===== src/rtl/skt_pkg.sv =====
// Shared types and constants of the sorted key tracker table.
package skt_pkg;

   localparam int DEPTH = 16;
   localparam int KEY_W = 22;
   localparam int TAG_W = 32;
   localparam int CAP_W = 5;
   localparam int CNT_W = $clog2(DEPTH + 1);
   localparam int CMP_W = (CAP_W > CNT_W) ? CAP_W : CNT_W;

   localparam logic [CAP_W-1:0] CAP_RESET = CAP_W'(16);

   typedef enum logic [1:0] {
      ST_OK       = 2'd0,
      ST_BADARG   = 2'd1,
      ST_FULL     = 2'd2,
      ST_NOTFOUND = 2'd3
   } status_type;

   typedef enum logic {
      REQ_TRACK   = 1'b0,
      REQ_UNTRACK = 1'b1
   } req_kind_type;

   typedef struct packed {
      logic [KEY_W-1:0] key;
      logic [TAG_W-1:0] tag;
   } entry_type;

   // Broadcast from the control to every cell
   typedef struct packed {
      logic             ins;
      logic             rem;
      logic [KEY_W-1:0] key;
      logic [TAG_W-1:0] tag;
   } cell_cmd_type;

   // Compare results of one cell against the broadcast key
   typedef struct packed {
      logic gt;
      logic eq;
      logic first;
   } cell_flags_type;

endpackage


===== src/rtl/skt_channels.sv =====
// Channel interfaces of the sorted key tracker table: request, response, register write.
interface skt_req_if;
   logic                      valid;
   logic                      ready;
   logic                      req_type;
   logic [skt_pkg::KEY_W-1:0] proc_key;
   logic [skt_pkg::TAG_W-1:0] tag_in;

   modport source (output valid, req_type, proc_key, tag_in, input ready);
   modport sink   (input valid, req_type, proc_key, tag_in, output ready);
endinterface

interface skt_rsp_if;
   logic                      valid;
   logic                      ready;
   logic [1:0]                status;
   logic [skt_pkg::TAG_W-1:0] tag_out;

   modport source (output valid, status, tag_out, input ready);
   modport sink   (input valid, status, tag_out, output ready);
endinterface

interface skt_csr_if;
   logic                      valid;
   logic                      ready;
   logic [skt_pkg::CAP_W-1:0] capacity_limit;

   modport source (output valid, capacity_limit, input ready);
   modport sink   (input valid, capacity_limit, output ready);
endinterface


===== src/rtl/skt_cell.sv =====
// One table cell: holds an entry, compares it with the broadcast key, shifts with neighbours.
module skt_cell (
   input  logic                    clock,
   input  skt_pkg::cell_cmd_type   cmd,
   input  logic                    occupied,
   input  skt_pkg::entry_type      left_entry,
   input  logic                    left_gt,
   input  logic                    left_eq,
   input  skt_pkg::entry_type      right_entry,
   output skt_pkg::entry_type      entry,
   output skt_pkg::cell_flags_type flags
);

   skt_pkg::entry_type entry_ff;
   skt_pkg::entry_type entry_in;
   logic               ge;

   assign entry = entry_ff;

   // An empty cell counts as greater, so the insert point is the first greater cell
   assign flags.gt    = !occupied || (entry_ff.key > cmd.key);
   assign flags.eq    = occupied && (entry_ff.key == cmd.key);
   assign flags.first = flags.eq && !left_eq;
   assign ge          = occupied && !(entry_ff.key < cmd.key);

   always_comb begin
      entry_in = entry_ff;
      priority if (cmd.ins && left_gt) begin
         entry_in = left_entry;
      end else if (cmd.ins && flags.gt) begin
         entry_in.key = cmd.key;
         entry_in.tag = cmd.tag;
      end else if (cmd.rem && ge) begin
         entry_in = right_entry;
      end else begin
         // Hold the entry
         entry_in = entry_ff;
      end
   end

   always_ff @(posedge clock) begin
      entry_ff <= entry_in;
   end

endmodule


===== src/rtl/sorted_key_tracker_table_unit.sv =====
// Top level of the sorted key tracker table: control, response register and the cell row.
//
// Keeps up to DEPTH (key, tag) entries in ascending key order, one entry per cell.
// req_ch carries track (insert) and untrack (remove) items; rsp_ch returns one item
// per request with a status and, for a successful untrack, the removed tag.
// csr_ch (always ready) writes capacity_limit; the user must write it only while idle;
// the block does not check. Latency: the response is valid the cycle after acceptance.
// Throughput: one request per cycle while rsp_ch.ready is high. Every cell compares its
// stored key with the broadcast key and shifts towards or away from its neighbour in the
// same cycle, so the figure is set by one key compare per cell plus the match reduction.
// Stall: the response register holds while rsp_ch.ready is low; a new request
// is taken in the same cycle the waiting response leaves, otherwise held off.
// Reset: empties the table (count zero), sets capacity_limit to 16 and drops
// any pending response. Cell contents are not cleared; only occupied cells count.
module sorted_key_tracker_table_unit (
   input logic       clock,
   input logic       reset,
   skt_req_if.sink   req_ch,
   skt_rsp_if.source rsp_ch,
   skt_csr_if.sink   csr_ch
);

   logic [skt_pkg::CAP_W-1:0] cap_ff;
   logic [skt_pkg::CAP_W-1:0] cap_in;
   logic [skt_pkg::CNT_W-1:0] count_ff;
   logic [skt_pkg::CNT_W-1:0] count_in;
   logic                      rsp_valid_ff;
   logic                      rsp_valid_in;
   skt_pkg::status_type       rsp_status_ff;
   skt_pkg::status_type       rsp_status_in;
   logic [skt_pkg::TAG_W-1:0] rsp_tag_ff;
   logic [skt_pkg::TAG_W-1:0] rsp_tag_in;

   logic                      req_acc;
   logic                      key_zero;
   logic                      is_untrack;
   logic                      full;
   logic                      found;
   logic [skt_pkg::CMP_W-1:0] cap_eff;
   logic [skt_pkg::TAG_W-1:0] tag_sel;
   logic [skt_pkg::DEPTH-1:0] first_vec;

   skt_pkg::cell_cmd_type     cmd;
   skt_pkg::entry_type        entries [skt_pkg::DEPTH];
   skt_pkg::cell_flags_type   flags   [skt_pkg::DEPTH];

   // Handshakes: take a request when the response slot is free or emptying
   assign req_acc      = req_ch.valid && req_ch.ready;
   assign req_ch.ready = !rsp_valid_ff || rsp_ch.ready;
   assign csr_ch.ready = 1'b1;

   assign rsp_ch.valid   = rsp_valid_ff;
   assign rsp_ch.status  = rsp_status_ff;
   assign rsp_ch.tag_out = rsp_tag_ff;

   assign key_zero   = (req_ch.proc_key == '0);
   assign is_untrack = (req_ch.req_type == skt_pkg::REQ_UNTRACK);

   // Saturate the capacity at the table depth
   assign cap_eff = (skt_pkg::CMP_W'(cap_ff) > skt_pkg::CMP_W'(skt_pkg::DEPTH))
                  ? skt_pkg::CMP_W'(skt_pkg::DEPTH) : skt_pkg::CMP_W'(cap_ff);
   assign full    = (skt_pkg::CMP_W'(count_ff) >= cap_eff);

   // Broadcast the command; the cells decide locally whether to shift
   assign cmd.key = req_ch.proc_key;
   assign cmd.tag = req_ch.tag_in;
   assign cmd.ins = req_acc && !key_zero && !is_untrack && !full;
   assign cmd.rem = req_acc && !key_zero && is_untrack && found;

   // Row of cells: insert shifts right from the insert point, remove shifts left
   for (genvar g = 0; g < skt_pkg::DEPTH; g++) begin : g_cell
      skt_pkg::entry_type left_entry;
      skt_pkg::entry_type right_entry;
      logic               left_gt;
      logic               left_eq;
      logic               occupied;

      assign occupied = (count_ff > skt_pkg::CNT_W'(g));

      if (g == 0) begin : g_head
         assign left_entry = entries[g];
         assign left_gt    = 1'b0;
         assign left_eq    = 1'b0;
      end else begin : g_body
         assign left_entry = entries[g-1];
         assign left_gt    = flags[g-1].gt;
         assign left_eq    = flags[g-1].eq;
      end

      if (g == skt_pkg::DEPTH - 1) begin : g_tail
         assign right_entry = entries[g];
      end else begin : g_mid
         assign right_entry = entries[g+1];
      end

      skt_cell u_cell (
         .clock       (clock),
         .cmd         (cmd),
         .occupied    (occupied),
         .left_entry  (left_entry),
         .left_gt     (left_gt),
         .left_eq     (left_eq),
         .right_entry (right_entry),
         .entry       (entries[g]),
         .flags       (flags[g])
      );

      assign first_vec[g] = flags[g].first;
   end

   // At most one cell is the first match, so an OR selects its tag
   always_comb begin
      tag_sel = '0;
      for (int i = 0; i < skt_pkg::DEPTH; i++) begin
         tag_sel = tag_sel | (first_vec[i] ? entries[i].tag : '0);
      end
   end

   assign found = |first_vec;

   always_comb begin
      cap_in        = cap_ff;
      count_in      = count_ff;
      rsp_valid_in  = rsp_valid_ff;
      rsp_status_in = rsp_status_ff;
      rsp_tag_in    = rsp_tag_ff;

      if (csr_ch.valid && csr_ch.ready) begin
         cap_in = csr_ch.capacity_limit;
      end

      if (rsp_ch.ready) begin
         rsp_valid_in = 1'b0;
      end

      if (req_acc) begin
         rsp_valid_in = 1'b1;
         rsp_tag_in   = '0;
         priority if (key_zero) begin
            rsp_status_in = skt_pkg::ST_BADARG;
         end else if (!is_untrack) begin
            rsp_status_in = full ? skt_pkg::ST_FULL : skt_pkg::ST_OK;
         end else begin
            rsp_status_in = found ? skt_pkg::ST_OK : skt_pkg::ST_NOTFOUND;
            rsp_tag_in    = found ? tag_sel : '0;
         end
      end

      // Advance the fill count with the cell shifts
      if (cmd.ins) begin
         count_in = count_ff + skt_pkg::CNT_W'(1);
      end else if (cmd.rem) begin
         count_in = count_ff - skt_pkg::CNT_W'(1);
      end
   end

   always_ff @(posedge clock) begin
      if (reset) begin
         cap_ff       <= skt_pkg::CAP_RESET;
         count_ff     <= '0;
         rsp_valid_ff <= 1'b0;
      end else begin
         cap_ff       <= cap_in;
         count_ff     <= count_in;
         rsp_valid_ff <= rsp_valid_in;
      end
   end

   always_ff @(posedge clock) begin
      rsp_status_ff <= rsp_status_in;
      rsp_tag_ff    <= rsp_tag_in;
   end

`ifndef SYNTHESIS
   a_count_bound: assert property (@(posedge clock) disable iff (reset)
      count_ff <= skt_pkg::CNT_W'(skt_pkg::DEPTH))
      else $error("fill count beyond table depth");

   a_first_unique: assert property (@(posedge clock) disable iff (reset)
      $onehot0(first_vec))
      else $error("more than one first-match cell");

   a_insert_count: assert property (@(posedge clock) disable iff (reset)
      cmd.ins |=> (count_ff == $past(count_ff) + skt_pkg::CNT_W'(1)))
      else $error("insert did not grow the table");

   a_remove_status: assert property (@(posedge clock) disable iff (reset)
      cmd.rem |=> (rsp_valid_ff && rsp_status_ff == skt_pkg::ST_OK))
      else $error("remove did not answer ok");
`endif

endmodule

===== src/flat_wrapper.sv =====
// flat-port wrapper written by rule: the top's interface ports become plain ports
module sorted_key_tracker_table_unit_flat 
  (clock, reset, req_ch_valid, req_ch_req_type, req_ch_proc_key, req_ch_tag_in, req_ch_ready, rsp_ch_valid, rsp_ch_status, rsp_ch_tag_out, rsp_ch_ready, csr_ch_valid, csr_ch_capacity_limit, csr_ch_ready);
  skt_req_if req_ch_i ();
  skt_rsp_if rsp_ch_i ();
  skt_csr_if csr_ch_i ();
  input logic clock;
  input logic reset;
  input wire logic [$bits(req_ch_i.valid)-1:0] req_ch_valid;
  input wire logic [$bits(req_ch_i.req_type)-1:0] req_ch_req_type;
  input wire logic [$bits(req_ch_i.proc_key)-1:0] req_ch_proc_key;
  input wire logic [$bits(req_ch_i.tag_in)-1:0] req_ch_tag_in;
  output wire logic [$bits(req_ch_i.ready)-1:0] req_ch_ready;
  output wire logic [$bits(rsp_ch_i.valid)-1:0] rsp_ch_valid;
  output wire logic [$bits(rsp_ch_i.status)-1:0] rsp_ch_status;
  output wire logic [$bits(rsp_ch_i.tag_out)-1:0] rsp_ch_tag_out;
  input wire logic [$bits(rsp_ch_i.ready)-1:0] rsp_ch_ready;
  input wire logic [$bits(csr_ch_i.valid)-1:0] csr_ch_valid;
  input wire logic [$bits(csr_ch_i.capacity_limit)-1:0] csr_ch_capacity_limit;
  output wire logic [$bits(csr_ch_i.ready)-1:0] csr_ch_ready;
  assign req_ch_i.valid = req_ch_valid;
  assign req_ch_i.req_type = req_ch_req_type;
  assign req_ch_i.proc_key = req_ch_proc_key;
  assign req_ch_i.tag_in = req_ch_tag_in;
  assign req_ch_ready = req_ch_i.ready;
  assign rsp_ch_valid = rsp_ch_i.valid;
  assign rsp_ch_status = rsp_ch_i.status;
  assign rsp_ch_tag_out = rsp_ch_i.tag_out;
  assign rsp_ch_i.ready = rsp_ch_ready;
  assign csr_ch_i.valid = csr_ch_valid;
  assign csr_ch_i.capacity_limit = csr_ch_capacity_limit;
  assign csr_ch_ready = csr_ch_i.ready;
  sorted_key_tracker_table_unit u_core (.clock(clock), .reset(reset), .req_ch(req_ch_i), .rsp_ch(rsp_ch_i), .csr_ch(csr_ch_i));
endmodule

===== config.mk =====
export PLATFORM = sky130hd
export DESIGN_NAME = sorted_key_tracker_table_unit_flat
export DESIGN_NICKNAME = d
export VERILOG_FILES = /design/src/rtl/skt_pkg.sv /design/src/rtl/skt_channels.sv /design/src/rtl/skt_cell.sv /design/src/rtl/sorted_key_tracker_table_unit.sv /design/src/flat_wrapper.sv
export SDC_FILE = /design/constraint.sdc
export NUM_CORES = 2
export LEC_CHECK = 0
export ABC_AREA = 1
export BUFFER_PORTS_ARGS = -buffer_cell sky130_fd_sc_hd__buf_2
export CORE_MARGIN = 10
export CORE_UTILIZATION = 38
export CTS_CLUSTER_SIZE = 25
export DETAILED_ROUTE_END_ITERATION = 16
export PLACE_DENSITY_LB_ADDON = 0.08
export SLEW_MARGIN = 20
export SYNTH_ARGS = -nofsm -noshare
export SYNTH_HDL_FRONTEND = slang
export SYNTH_SLANG_ARGS = --single-unit

===== constraint.sdc =====
create_clock -name clock -period 7.6 [get_ports clock]
set_input_delay 0.76 -clock clock [delete_from_list [all_inputs] [get_ports clock]]
set_output_delay 0.76 -clock clock [all_outputs]
set_load 0.005 [all_outputs]

==> qor_table.md <==
| Metric | This run |
| --- | --- |
| Met1 capacity usage during global routing | 0.397 |
| Post-detailed-route count of antenna-violating nets | 0 |
| Nets in the synthesized netlist | 8853 |
| GRT Resource Usage Total | 0.257 |
| Fillers | 16919 |
| Number of DRC markers after the initial detailed-route iteration | 7094 |
| Drc violations | 0 |
| Number of buffers inserted for hold repair after clock tree synthesis | 0 |
| Tcrit/Tclk final | 0.748 |
| Worst Min Path Start | csr_ch_capacity_limit[4] |
| Die Area | 182000 µm² |
| Worst vdd rail ir drop | 0.212 mV |
| Setup fix buffers added after clock tree synthesis | 0 |
| Fraction of registers with async set or reset after synthesis | 0 |
| Fraction of layout cells with a size suffix above 1 | 0.0571 |
| Count of TritonRoute iterations in the first routing pass | 7 |
| Transition at the pin with the smallest max-transition slack | 1.14 ns |
| Pin count of the biggest net entering global routing | 121 |
| Startpoint type of the worst setup path | input pin |
| Clock network power share | 0.312 |
| Arrival time worst endpoint | 6.15 ns |
| Most frequent CP cell | sky130_fd_sc_hd__nor2_1 |
| Cells along the critical path | buf_2, inv_2, buf_4, ha_1, nand2_1, nor2_1, nand3_1, nor3_1, nand3_1, nor2_1, inv_2, nand4_1, nor2_1, nand2_1, nand3_2, nor2_1 |
| Leak | 32.3 nW |
| Clock tree from TritonCTS | built |
| Global routing's busiest layer | met1 |
| Die span in x | 426 µm |
| Category of the worst setup path capture point | flop |
| Layout net count | 8685 |
| Run status | complete, no violations |
| Type of the tightest min-delay check | in2reg |
| H-tree depth | 3 |
| Num CTS Buffers | 114 |
| Number of antenna violations at the first check in global routing | 2 |
| Part of the power in combinational logic | 0.273 |
| Post-detail-place hpwl | 175000 µm |
| Summed instance area of the synthesized netlist | 62700 µm² |
| Worst endpoint required time | 8.07 ns |
| DIE HEIGHT | 426 µm |
| Count of flip-flops with a built-in enable after synthesis | 898 |
| Cell area after layout | 68600 µm² |
| N_diodes | 0 |
| CTS Root Cell | sky130_fd_sc_hd__clkbuf_16 |
| Flip-flop cell with the highest count after synthesis | sky130_fd_sc_hd__edfxtp_1 |
| Final setup violation count | 0 |
| Worst slack at placement | 1.30 ns |
| Highest cell delay on the worst timing path | 0.74 ns |
| GRT Residual Overflow | 0 |
| Final worst slack | 1.91 ns |
| Startpoint of the lowest-slack register-to-register path | u_core.g_cell[5].u_cell.entry[48] |
| Count of buffers inserted at the top-level ports | 100 |
| Synth area leaders | sky130_fd_sc_hd__edfxtp_1 (43%), sky130_fd_sc_hd__nand2_1 (17%), sky130_fd_sc_hd__nand3_1 (13%) |
| Routability congestion estimate from global placement | 0.920 |
| Syn. warnings | 0 |
| Total power | 18.0 mW |
| Final sum of negative setup slack | 0 ns |
| Resize count post-CTS | 0 |
| Max-slew violation count | 0 |
| Pwr/cell area | 262 nW/µm² |
| Clock edge transition at the registers on the reported setup and hold paths | 0.06 ns |
| Via count | 57280 |
| Sequential power share | 0.415 |
| Maximum fanout along the worst path | 32 |
| Post-synthesis sequential element count | 909 |
| Synthesized instance count | 8426 |
| Worst setup path startpoint | req_ch_proc_key[17] |
| Post-detailed-placement cell area | 64900 µm² |
| Post-synthesis sequential area ratio | 0.434 |
| Multi-input logic area | 29700 µm² |
| Wire length per cell | 23.0 µm |
| DR vias/cell | 5.43 |
| Cell type with the highest aggregate area in the netlist | sky130_fd_sc_hd__edfxtp_1 |
| Starting density of the core | 0.381 |
| Hold slack final | 0.252 ns |
| Slowest CP cell | sky130_fd_sc_hd__nor2_1 |
| Internal Pwr Total | 11.5 mW |
| Average size of a mapped cell | 7.44 µm² |
| Placeable core area | 164000 µm² |
| Distinct cell type count of the synthesized netlist | 42 |
| Total detailed-routing wirelength | 243000 µm |
| First-pass GRT wire length | 358000 µm |
| Number of global-route vias before repair | 52638 |
| Clock Sinks | 909 |
| Maximum clock frequency | 176 MHz |
| Met2 layer usage reported by global route | 0.343 |
| Worst slew slack as a fraction of its limit | 0.241 |
| Sw power | 6.50 mW |
| Ports placed on the boundary | 102 |
| Met3 track demand over resource in global routing | 0.0767 |
| Clock buffer depth | 3 |
| Post-route minimum period | 5.69 ns |
| Area added between synthesis and finish | 9.42% |
| Top cell type's share of synthesized area | 0.430 |
| Number of violations of the max-capacitance limit | 0 |
| FF+latch area | 27200 µm² |
| Type of the setup path with the least slack | in2reg |
| Setup repair after global routing missed its margin | false |
| Insertion delay to the later sink of the worst-skew pair | 0.75 ns |
| Number of rows in the core area | 149 |
| Fraction of power spent switching nets | 0.362 |
| Worst Clk Skew | 0.0393 ns |
| Final Hold Viols | 0 |
==> kinds of logic after synthesis <==
logic type / Yosys count / synth area share
AND/OR/NAND/NOR: 5033 / 0.341
buffers and inverters: 1476 / 0.0946
flip-flops: 909 / 0.434
AO/OA/AOI/OAI: 640 / 0.0574
adder cells (fa/ha/maj): 362 / 0.0722
XOR/XNOR: 5 / 0.000698
other: 1 / 0.0000598
==> cells in the final DEF, fill, tap and decap left out, types with 7 or more instances in the layout <==
master / instances
sky130_fd_sc_hd__nand2_1: 2874
sky130_fd_sc_hd__nand3_1: 1622
sky130_fd_sc_hd__inv_1: 919
sky130_fd_sc_hd__edfxtp_1: 898
sky130_fd_sc_hd__nor2_1: 389
sky130_fd_sc_hd__ha_1: 362
sky130_fd_sc_hd__o21ai_0: 195
sky130_fd_sc_hd__a21oi_1: 183
sky130_fd_sc_hd__o22ai_1: 168
sky130_fd_sc_hd__clkbuf_16: 115
sky130_fd_sc_hd__buf_4: 115
sky130_fd_sc_hd__buf_2: 100
sky130_fd_sc_hd__nand4_1: 58
sky130_fd_sc_hd__o211ai_1: 49
sky130_fd_sc_hd__inv_2: 42
sky130_fd_sc_hd__nor3_1: 36
sky130_fd_sc_hd__clkinv_1: 34
sky130_fd_sc_hd__clkbuf_1: 25
sky130_fd_sc_hd__clkinv_2: 19
sky130_fd_sc_hd__o21ai_1: 17
sky130_fd_sc_hd__bufinv_16: 15
sky130_fd_sc_hd__nand2_4: 14
sky130_fd_sc_hd__buf_12: 13
sky130_fd_sc_hd__dfxtp_1: 11
sky130_fd_sc_hd__a211oi_1: 10
sky130_fd_sc_hd__nor2_8: 8
sky130_fd_sc_hd__nor2_4: 7
==> Yosys cell counts (all sizes together), types with 10 or more instances <==
library cell  instances
a211oi               10
a21oi               185
buf                 235
clkbuf              278
dfxtp                11
edfxtp              898
ha                  362
inv                 963
nand2              2893
nand3              1624
nand4                58
nor2                409
nor3                 39
o211ai               49
o21ai               217
o22ai               168
==> power by group through the flow <==
stage          clock network, mW  logic, mW  registers, mW
4_1_cts                     5.71       4.83           7.43
5_1_grt                     5.89       5.52           7.53
3_3_place_gp                   0       4.74           7.51
2_1_floorplan                  0       3.34           7.34
6_report                    5.61       4.90           7.46
3_5_place_dp                   0       4.81           7.52
==> layer usage <==
layer	wire (µm)	part of all wire	vias up
li1	-	-	27668
met1	116000	0.48	26748
met2	93900	0.39	2615
met3	27800	0.11	249
met4	5420	0.022	0
met5	0	0	-
==> per-stage QoR <==
| stage | utilization | std cells |
|---|---|---|
| 6_report | 0.417 | 10543 |
| 5_1_grt | 0.417 | 10543 |
| 4_1_cts | 0.417 | 10542 |
| 3_5_place_dp | 0.395 | 10330 |
| 3_3_place_gp | 0.395 | 10330 |
| 2_1_floorplan | - | 8426 |
==> critical path: cells and delay by family <==
kind                       cells  cell delay (ns)
and+or+nand+nor               11             3.88
buffers and inverters          4             1.16
adders and majority gates      1             0.25
==> final timing paths <==
path | end | slack (ns) | depth (start not counted)
setup / recovery | u_core.rsp_ch.tag_out[24] | 1.91 | 16
hold / removal | u_core.cap_ff[4] | 0.25 | 3
setup reg to reg | u_core.rsp_ch.tag_out[24] | 2.10 | 13
hold reg to reg | u_core.cap_ff[2] | 0.49 | 2
==> flip-flops by register name, indices dropped and copies added, names as in the netlist <==
name,flops
u_core.rsp_ch.status,2
u_core.count_ff,5
u_core.rsp_ch.valid,1
u_core.g_cell.u_cell.entry,864
u_core.rsp_ch.tag_out,32
u_core.cap_ff,5
==> cell type report <==
class,count,area share
Multi-Input combinational cell,6041,0.433
Sequential cell,909,0.396
Inverter,963,0.0527
Clock buffer,140,0.0433
Tap cell,2189,0.0399
Timing Repair Buffer,229,0.0238
Clock inverter,72,0.0108
No activity file was read; power rests on OpenSTA's default activity.
